### config.mk
export PLATFORM = sky130hd
export DESIGN_NAME = cursor_free_list_allocator
export DESIGN_NICKNAME = d
export VERILOG_FILES = /design/src/design/cfla_pkg.sv /design/src/design/cursor_free_list_allocator.sv
export SDC_FILE = /design/constraint.sdc
export NUM_CORES = 1
export LEC_CHECK = 0
export BUFFER_PORTS_ARGS = -buffer_cell sky130_fd_sc_hd__buf_4
export CAP_MARGIN = 25
export CORE_ASPECT_RATIO = 0.7
export CORE_MARGIN = 1
export CORE_UTILIZATION = 55
export DETAILED_ROUTE_END_ITERATION = 6
export MAX_ROUTING_LAYER = met4
export PLACE_DENSITY = 0.75
export SLEW_MARGIN = 10
export SYNTH_ARGS = -nofsm -noshare
export SYNTH_HDL_FRONTEND = slang
export SYNTH_SLANG_ARGS = --single-unit
### constraint.sdc
create_clock -name clock -period 2.45 [get_ports clock]
set_input_delay 0.1225 -clock clock [delete_from_list [all_inputs] [get_ports clock]]
set_output_delay 0.1225 -clock clock [all_outputs]
set_load 0.03 [all_outputs]
### src/design/cfla_pkg.sv
// ----------------------------------------------------------------------------
// cfla_pkg
// Shared codes and defaults for the cursor free-list allocator.
// ----------------------------------------------------------------------------
package cfla_pkg;

   localparam int NODE_COUNT_DEF = 16;

   // command codes
   localparam logic [1:0] CMD_ALLOC  = 2'd0;
   localparam logic [1:0] CMD_FREE   = 2'd1;
   localparam logic [1:0] CMD_INSERT = 2'd2;
   localparam logic [1:0] CMD_DUMP   = 2'd3;

   // result status codes
   localparam logic [1:0] STAT_OK      = 2'd0;
   localparam logic [1:0] STAT_NOSPACE = 2'd1;
   localparam logic [1:0] STAT_RANGE   = 2'd2;
   localparam logic [1:0] STAT_EMPTY   = 2'd3;

endpackage

### src/design/cursor_free_list_allocator.sv
// ----------------------------------------------------------------------------
// cursor_free_list_allocator
// Node pool with a free list and one linked list kept in a link memory.
// ----------------------------------------------------------------------------
// After reset the block runs an init pass that chains the link memory; busy
// stays high during it. A command is taken when start is high and busy is low.
// Free, and allocate/insert with an empty pool, and dump of an empty list
// answer in the cycle after the command and leave busy low. Allocate and insert
// read the link of the free head from the link memory, which becomes the new
// free head; insert also writes the popped node's link and byte to put it at
// the list head. Dump gives one result beat per node, one per cycle, after the
// first read: each step waits on the link read of the node before it. Results
// come as single-cycle beats on rsp_valid; the receiver cannot stall them.
module cursor_free_list_allocator #(
   parameter int NODE_COUNT = cfla_pkg::NODE_COUNT_DEF
) (
   input  logic       clock,
   input  logic       reset,
   input  logic       start,
   output logic       busy,
   input  logic [1:0] req_cmd,
   input  logic [3:0] req_node_index,
   input  logic [7:0] req_elem_byte,
   output logic       rsp_valid,
   output logic [3:0] rsp_out_index,
   output logic [7:0] rsp_out_byte,
   output logic [1:0] rsp_status,
   output logic       rsp_last
);

   localparam int IW = $clog2(NODE_COUNT);
   localparam int LW = $clog2(NODE_COUNT + 1);
   localparam logic [LW-1:0] NULL_LINK = LW'(NODE_COUNT);
   localparam logic [IW-1:0] LAST_NODE = IW'(NODE_COUNT - 1);

   localparam logic [1:0] ST_INIT = 2'd0;
   localparam logic [1:0] ST_IDLE = 2'd1;
   localparam logic [1:0] ST_POP  = 2'd2;
   localparam logic [1:0] ST_WALK = 2'd3;

   logic [1:0]    state_ff, state_in;
   logic [IW-1:0] init_cnt_ff, init_cnt_in;
   logic [1:0]    cmd_ff, cmd_in;
   logic [7:0]    elem_ff, elem_in;
   logic [LW-1:0] free_head_ff, free_head_in;
   logic [LW-1:0] list_head_ff, list_head_in;
   logic [IW-1:0] cur_ff, cur_in;
   logic [IW-1:0] cnt_ff, cnt_in;

   logic       rsp_valid_ff, rsp_valid_in;
   logic [3:0] rsp_index_ff, rsp_index_in;
   logic [7:0] rsp_byte_ff, rsp_byte_in;
   logic [1:0] rsp_status_ff, rsp_status_in;
   logic       rsp_last_ff, rsp_last_in;

   // memories
   logic [LW-1:0] link_mem [NODE_COUNT];
   logic [7:0]    byte_mem [NODE_COUNT];
   logic [LW-1:0] link_rd_ff;
   logic [7:0]    byte_rd_ff;
   logic [IW-1:0] rd_addr;
   logic          link_we, byte_we;
   logic [IW-1:0] wr_addr;
   logic [LW-1:0] link_wdata;

   logic          accept;
   logic [LW+3:0] idx_ext;
   logic          idx_ok;
   logic [LW+3:0] fh_ext;
   logic [IW+3:0] cur_ext;
   logic          walk_fin;

   assign accept  = start && (state_ff == ST_IDLE);
   assign idx_ext = (LW+4)'(req_node_index);
   assign idx_ok  = idx_ext < (LW+4)'(NODE_COUNT);
   assign fh_ext  = (LW+4)'(free_head_ff);
   assign cur_ext = (IW+4)'(cur_ff);
   assign walk_fin = (link_rd_ff >= NULL_LINK) || (cnt_ff == LAST_NODE);

   always_comb begin
      state_in      = state_ff;
      init_cnt_in   = init_cnt_ff;
      cmd_in        = cmd_ff;
      elem_in       = elem_ff;
      free_head_in  = free_head_ff;
      list_head_in  = list_head_ff;
      cur_in        = cur_ff;
      cnt_in        = cnt_ff;
      rsp_valid_in  = 1'b0;
      rsp_index_in  = 4'd0;
      rsp_byte_in   = 8'd0;
      rsp_status_in = cfla_pkg::STAT_OK;
      rsp_last_in   = 1'b1;
      rd_addr       = free_head_ff[IW-1:0];
      link_we       = 1'b0;
      byte_we       = 1'b0;
      wr_addr       = init_cnt_ff;
      link_wdata    = LW'(init_cnt_ff) + LW'(1);

      unique case (state_ff)
         ST_INIT: begin
            // chain entry i to i+1; last entry gets null
            link_we     = 1'b1;
            init_cnt_in = init_cnt_ff + IW'(1);
            if (init_cnt_ff == LAST_NODE) begin
               state_in = ST_IDLE;
            end
         end
         ST_IDLE: begin
            if (accept) begin
               cmd_in  = req_cmd;
               elem_in = req_elem_byte;
               unique case (req_cmd)
                  cfla_pkg::CMD_FREE: begin
                     rsp_valid_in = 1'b1;
                     rsp_index_in = req_node_index;
                     if (idx_ok) begin
                        link_we      = 1'b1;
                        wr_addr      = idx_ext[IW-1:0];
                        link_wdata   = free_head_ff;
                        free_head_in = idx_ext[LW-1:0];
                     end else begin
                        rsp_status_in = cfla_pkg::STAT_RANGE;
                     end
                  end
                  cfla_pkg::CMD_DUMP: begin
                     rd_addr = list_head_ff[IW-1:0];
                     if (list_head_ff >= NULL_LINK) begin
                        rsp_valid_in  = 1'b1;
                        rsp_status_in = cfla_pkg::STAT_EMPTY;
                     end else begin
                        cur_in   = list_head_ff[IW-1:0];
                        cnt_in   = '0;
                        state_in = ST_WALK;
                     end
                  end
                  default: begin
                     // allocate or insert: pop the free head
                     if (free_head_ff >= NULL_LINK) begin
                        rsp_valid_in  = 1'b1;
                        rsp_status_in = cfla_pkg::STAT_NOSPACE;
                     end else begin
                        state_in = ST_POP;
                     end
                  end
               endcase
            end
         end
         ST_POP: begin
            free_head_in = link_rd_ff;
            rsp_valid_in = 1'b1;
            rsp_index_in = fh_ext[3:0];
            if (cmd_ff == cfla_pkg::CMD_INSERT) begin
               link_we      = 1'b1;
               byte_we      = 1'b1;
               wr_addr      = free_head_ff[IW-1:0];
               link_wdata   = list_head_ff;
               list_head_in = free_head_ff;
            end
            state_in = ST_IDLE;
         end
         ST_WALK: begin
            rsp_valid_in = 1'b1;
            rsp_index_in = cur_ext[3:0];
            rsp_byte_in  = byte_rd_ff;
            rsp_last_in  = walk_fin;
            rd_addr      = link_rd_ff[IW-1:0];
            if (walk_fin) begin
               state_in = ST_IDLE;
            end else begin
               cur_in = link_rd_ff[IW-1:0];
               cnt_in = cnt_ff + IW'(1);
            end
         end
         default: state_in = ST_INIT;
      endcase
   end

   always_ff @(posedge clock) begin
      if (reset) begin
         state_ff     <= ST_INIT;
         init_cnt_ff  <= '0;
         free_head_ff <= '0;
         list_head_ff <= NULL_LINK;
         rsp_valid_ff <= 1'b0;
      end else begin
         state_ff     <= state_in;
         init_cnt_ff  <= init_cnt_in;
         free_head_ff <= free_head_in;
         list_head_ff <= list_head_in;
         rsp_valid_ff <= rsp_valid_in;
      end
      cmd_ff        <= cmd_in;
      elem_ff       <= elem_in;
      cur_ff        <= cur_in;
      cnt_ff        <= cnt_in;
      rsp_index_ff  <= rsp_index_in;
      rsp_byte_ff   <= rsp_byte_in;
      rsp_status_ff <= rsp_status_in;
      rsp_last_ff   <= rsp_last_in;
   end

   always_ff @(posedge clock) begin
      if (link_we) begin
         link_mem[wr_addr] <= link_wdata;
      end
      link_rd_ff <= link_mem[rd_addr];
   end

   always_ff @(posedge clock) begin
      if (byte_we) begin
         byte_mem[wr_addr] <= elem_ff;
      end
      byte_rd_ff <= byte_mem[rd_addr];
   end

   assign busy          = (state_ff != ST_IDLE);
   assign rsp_valid     = rsp_valid_ff;
   assign rsp_out_index = rsp_index_ff;
   assign rsp_out_byte  = rsp_byte_ff;
   assign rsp_status    = rsp_status_ff;
   assign rsp_last      = rsp_last_ff;

endmodule

* After elaboration in Yosys (flattened, before gate mapping) *
Memories as Yosys holds them, arrays and structs flattened. A register that Yosys moved wholly into a read port is not among the register bits.
Index checks and enable logic that the tools add are counted.
W data, S select, Z words.

storage, ports and cells
  register bits after elaboration = 50
  memory bits (writable) = 208
  bits of input ports = 17
  logic and storage cells = 109
  memories kept = 2

memories
  memory    depth  width  read ports  clocked after memory_dff  write ports  line                              source
  byte_mem  16     8      1           1                         1            cursor_free_list_allocator.sv:58  logic [7:0] byte_mem [NODE_COUNT];
  link_mem  16     5      1           1                         1            cursor_free_list_allocator.sv:57  logic [LW-1:0] link_mem [NODE_COUNT];

operators by class
  $add $sub $neg = 3
  $lt $le $gt $ge = 4
  eq/ne operators = 20
  muxes and demuxes = 56
  reduce and logical (&&, ||, !) cells = 11

operators with widths
  cell                   number
  $mux W4                16
  $mux W5                7
  $pmux W4 S2            4
  $pmux W5 S2            2
  $ge A5 B5 Y1 const B   3
  $mux W2                7
  $ne A2 B2 Y1 const B   7
  $mux W1                13
  $pmux W4 S3            1
  $add A4 B1 Y4 const B  2
  $eq A2 B2 Y1 const B   4
  $eq A4 B4 Y1 const B   2
  $pmux W2 S2            2
  $pmux W2 S4            1
  $ne A2 B1 Y1 const B   3
  $reduce_and A6 Y1      1
  $add A4 B1 Y5 const B  1
  $lt A4 B5 Y1 const B   1
  $reduce_and A5 Y1      1
  $eq A2 B1 Y1 const B   2
  $pmux W1 S2            2
  $reduce_and A2 Y1      2
  $reduce_and A4 Y1      1
  $reduce_bool A2 Y1     2
  7 further kinds        7

* Depth between registers and ports, before layout *
  depth after elaboration = 7
  gate-level depth with buffers = 12
  mapped depth without buffers = 8

* Least setup slack after synthesis *
No wires, ideal clock.

  kind = register to register
  from = register state_ff[1]
  to = memory link_mem[0][1] (netlist bit) (data pin)
  data arrival time = 2.364 ns
  setup slack = -0.244 ns
  stages on the path, launching flop included = 9
  path buffers = 3
  cell sequence = dfxtp_1 > inv_1 > ha_1 > buf_2 > and4b_1 > clkbuf_1 > clkbuf_1 > a22oi_1 > o21ai_0

on the way
  cells in the longest elaborated chain, start to end = 4
  elaborated cells on any way between the ends = 5
  classes of those cells = eq/ne (2); mux (2); reduce/logical (1)

RTL lines
  element                  line                                                                 source
  from (decl)              cursor_free_list_allocator.sv:41                                     logic [1:0] state_ff, state_in;
  from (signal assigned)   cursor_free_list_allocator.sv:187                                    state_ff <= state_in;
  $eq A2 B1 Y1             cursor_free_list_allocator.sv:73, cursor_free_list_allocator.sv:100
  $logic_and A1 B1 Y1      cursor_free_list_allocator.sv:73                                     assign accept = start && (state_ff == ST_IDLE);
  $mux W5                  cursor_free_list_allocator.sv:110                                    if (accept) begin
  $pmux W5 S2 (*)          cursor_free_list_allocator.sv:100                                    unique case (state_ff)
  named net link_wdata[1]  cursor_free_list_allocator.sv:64                                     logic [LW-1:0] link_wdata;
  to (decl)                cursor_free_list_allocator.sv:57

The timed path passes the listed nets; every way through them passes the cells marked *.

* Worst setup path in the final report *
  from = register state_ff[1]
  to = memory byte_mem[7][5] (enable)

on the way
  cells in the longest elaborated chain, start to end = 4
  elaborated cells on any way between the ends = 8
  classes of those cells = eq/ne (2); mux (5); reduce/logical (1)

RTL lines
  element                                         line
  $eq A2 B1 Y1 or $eq A2 B2 Y1 (tied branches)    cursor_free_list_allocator.sv:73, cursor_free_list_allocator.sv:100
  $logic_and A1 B1 Y1 or $mux W1 (tied branches)  cursor_free_list_allocator.sv:73, cursor_free_list_allocator.sv:100
  $mux W4 or $mux W1 (tied branches)              cursor_free_list_allocator.sv:110, cursor_free_list_allocator.sv:211
  $pmux W4 S2 or $mux W1 (tied branches)          cursor_free_list_allocator.sv:100, cursor_free_list_allocator.sv:212
  to (decl)                                       cursor_free_list_allocator.sv:58

Several ways; a longest one is shown, not always the timed one.

==> summary.txt <==
Outcome
  – Run status: finished, violations left
  – Violations in the final reports: negative setup slack

Floorplanning
  – Initial cell density of the core: 0.5681
  – Cell row count: between 40 and 50
  – Core Area: around 20000 um2
  – Die Ht: 122.3 um
  – Total die area: between 20000 and 25000 um2
  – I/O Pins: 34
  – Width of the chip: 173.9 um

Layout
  – Layout overhead on the synthesized area: 27.20%
  – Area of all sequential standard cells: 7692 um2
  – Fraction of layout cells with a size suffix above 1: 0.3170
  – Final-layout fill cell count: approximately 1200
  – Net count reported at finish: approximately 1000
  – Area of combinational cells with multiple inputs: between 3000 and 4000 um2
  – Non-filler instance count after layout: ~1300
  – Design area: 14460 um2

Place
  – Cell count after placement: ~1200
  – Number of buffers added on ports: 33
  – Weighted congestion reported at the end of routability-driven placement: approximately 0.93
  – Worst slack at placement: -0.2856 ns
  – Placed instance area: 12550 um2
  – Final HPWL from detailed placement: 18820 um

STA
  – Worst slew pin tran: about 0.69 ns
  – Number of pins with negative max-slew slack in the final report: 0
  – RSZ-0062 raised after global routing: true
  – Max Clock Skew: 0.01372 ns
  – Final setup violation count: a little under 50
  – Portion of the clock cycle consumed by the worst path in the final layout: 1.020
  – Final-report hold violation count: 0
  – Smallest hold slack: 0.3072 ns
  – Shortest period the worst path allows: 2.500 ns
  – Final setup margin: -0.05003 ns
  – Maximum operating frequency: approximately 400 MHz
  – Max transition margin: 0.5386

Power and ir drop
  – Proportion of power drawn by combinational gates: 0.239
  – Power density normalized to cell area: between 800 and 900 nW/um2
  – Worst vdd rail ir drop: 0.4663 mV
  – Cell Int Power: between 0.009 and 0.01 W
  – Overall power: roughly 0.013 W
  – Share of power burned in registers: 0.456
  – Clock group share of total power: 0.305
  – Net switching power: slightly below 0.004 W
  – Static Leak: between 4 and 5 nW
  – Switching share of power: 0.2987

Yosys
  – Synth area leader: sky130_fd_sc_hd__edfxtp_1
  – Number of warnings reported in the yosys synthesis log: 0
  – Share of synthesized flip-flops with an asynchronous set or reset: 0
  – Commonest cells post-synth: sky130_fd_sc_hd__edfxtp_1, sky130_fd_sc_hd__nand2_1, sky130_fd_sc_hd__nor2_1
  – Number of distinct library cells after synthesis: 51
  – Number of enable flip-flop cells after synthesis: around 230
  – Most frequently used cell type in the post-synthesis netlist: sky130_fd_sc_hd__edfxtp_1
  – Post-synthesis area per instance: 13.03 um2
  – Number of standard cells after synthesis: roughly 870
  – Sequential element share of the synthesized area: 0.6761
  – #FFs+latches synth: between 200 and 300
  – Mapped Area: between 10000 and 15000 um2
  – Top post-synthesis cells by area: sky130_fd_sc_hd__edfxtp_1, sky130_fd_sc_hd__dfxtp_1, sky130_fd_sc_hd__a211oi_1
  – Total nets after synthesis: approximately 900
  – Area share of the leading cell type in the synthesized netlist: 0.5968
  – Most used DFF post-synth: sky130_fd_sc_hd__edfxtp_1

CTS
  – TritonCTS clock tree: yes
  – Maximum clock insertion buffer count: 3
  – CTS H-tree lvls: 1
  – Number of CTS-inserted buffers: 26
  – Clock sink total: approximately 270
  – Clock latency at the later pin of the worst-skew pair: 0.54 ns
  – CTS Root Buffer Type: sky130_fd_sc_hd__clkbuf_16
  – Post-CTS clock slew at the launch and capture registers of the worst setup and hold paths: roughly 0.06 ns

GRT
  – Wire length of the first global-routing pass: roughly 45000 um
  – Total congestion overflow after global routing: 0
  – Largest net degree at the start of global routing: 42
  – All-Layer GR Usage: 0.2938
  – Number of global-route vias before repair: between 7000 and 8000
  – Antenna violations before repair: 1

Route
  – Via count: 8402
  – Wire per inst: about 24 um
  – Final WL: 31350 um
  – DR iter-0 viols: 1174
  – First-pass detailed-route iteration total: 7
  – Number of DRC violations after detailed routing: 0
  – Post-route antenna net violation count: 0
  – Average via count per standard cell: between 6 and 7

Critical path
  – Critical path data arrival time: roughly 2.7 ns
  – Required time at the worst-slack endpoint: roughly 2.7 ns
  – Setup CP Type: reg2reg
  – Worst Setup Start Kind: flip-flop
  – Peak fanout along the critical path: 8
  – Capturing element type of the critical path: flip-flop

Job
  – Max-cap check violation count: 0

Worst hold path
  – Min-Delay Path Class: in2reg
routing by layer:
layer	track usage	routed length [um]
met1	0.4331	12860
met2	0.4073	13550
met3	0.07652	4263
met4	0.06634	682
met5	-	0
worst paths after layout:
| path | cells past startpoint | slack [ns] | endpoint | from |
|---|---|---|---|---|
| setup reg to reg | 10 | -0.05 | byte_mem[7][5] | state_ff[1] |
| hold reg to reg | 1 | 0.46 | rsp_out_byte[5] | byte_rd_ff[5] |
| hold / removal | 2 | 0.31 | elem_ff[5] | req_elem_byte[5] |
| setup / recovery | 10 | -0.05 | byte_mem[7][5] | state_ff[1] |
cells in the final DEF, fill, tap and decap left out, drive strengths merged, types with 13 or more instances in the layout:
master       instances
edfxtp             226
buf                142
nand2               68
nor2                61
a211oi              58
dfxtp               45
a21oi               43
clkbuf              41
nor3                32
and2                28
or3                 27
o31a                26
o211ai              26
o21ai               23
nand3               22
dlygate4sd3         17
or4                 13
nor4                13
a2111oi             13
through the flow:
| stage | setup TNS (ns) | utilization |
|---|---|---|
| 3_5_place_dp | -5.286 | 0.6270 |
| 5_1_grt | -8.068 | 0.7227 |
| 3_3_place_gp | -3.573 | 0.6270 |
| 4_1_cts | -0.1284 | 0.6979 |
| 6_report | -1.113 | 0.7227 |
| 2_1_floorplan | -7.499 | - |
layout make-up:
| cell class | instances | share of cell area |
|---|---|---|
| sequential | 271 | 0.5318 |
| multi-input combinational | 528 | 0.2708 |
| timing repair buffer | 164 | 0.1136 |
| clock buffer | 36 | 0.05182 |
| tap | 270 | 0.02336 |
| clock inverter | 12 | 0.006142 |
| inverter | 8 | 0.002249 |
| antenna | 1 | 0.0001730 |
state kept, by name (all words and copies together) (netlist names):
register / cells
rsp_valid: 1
free_head_ff: 5
cmd_ff: 2
init_cnt_ff: 4
rsp_status: 2
rsp_out_byte: 8
state_ff: 2
rsp_last: 1
link_mem: 80
rsp_out_index: 4
list_head_ff: 5
cnt_ff: 4
byte_mem: 128
cur_ff: 4
byte_rd_ff: 8
link_rd_ff: 5
elem_ff: 8
worst max-delay path, cell delays in order (launching register included):
cell and delay (ns):
sky130_fd_sc_hd__dfxtp_4 0.37, sky130_fd_sc_hd__buf_4 0.13, sky130_fd_sc_hd__buf_4 0.13, sky130_fd_sc_hd__ha_4 0.17, sky130_fd_sc_hd__and3b_2 0.27, sky130_fd_sc_hd__a22o_1 0.27
sky130_fd_sc_hd__a22o_1 0.23, sky130_fd_sc_hd__nor2_2 0.17, sky130_fd_sc_hd__nand2_2 0.13, sky130_fd_sc_hd__nor2_1 0.15, sky130_fd_sc_hd__buf_4 0.18
cell families after synthesis:
kind of cell | share of synthesized area
AO/OA/AOI/OAI | 0.1417
XOR/XNOR | 0.005392
adder cells (fa/ha/maj) | 0.007702
buffers and inverters | 0.03136
flip-flops | 0.6761
multiplexers | 0.01210
AND/OR/NAND/NOR | 0.1257
power by group through the flow:
| stage | sequential, W | clock, W | combinational, W |
|---|---|---|---|
| after floorplan | 0.00581 | 0 | 0.00142 |
| after global routing | 0.00590 | 0.00413 | 0.00323 |
| final | 0.00587 | 0.00393 | 0.00308 |
| after global placement | 0.00593 | 0 | 0.00241 |
| after detailed placement | 0.00593 | 0 | 0.00247 |
| after CTS | 0.00585 | 0.00394 | 0.00271 |
what timing repair did:
item	4_1_cts	5_1_grt
setup endpoints to repair	165	221
gates cloned	5	5
pin swaps	10	33
hold buffers	17	0
hold endpoints to repair	32	0
resized for setup	64	84
buffers inserted	9	5
(Power assumes the default switching activity.)
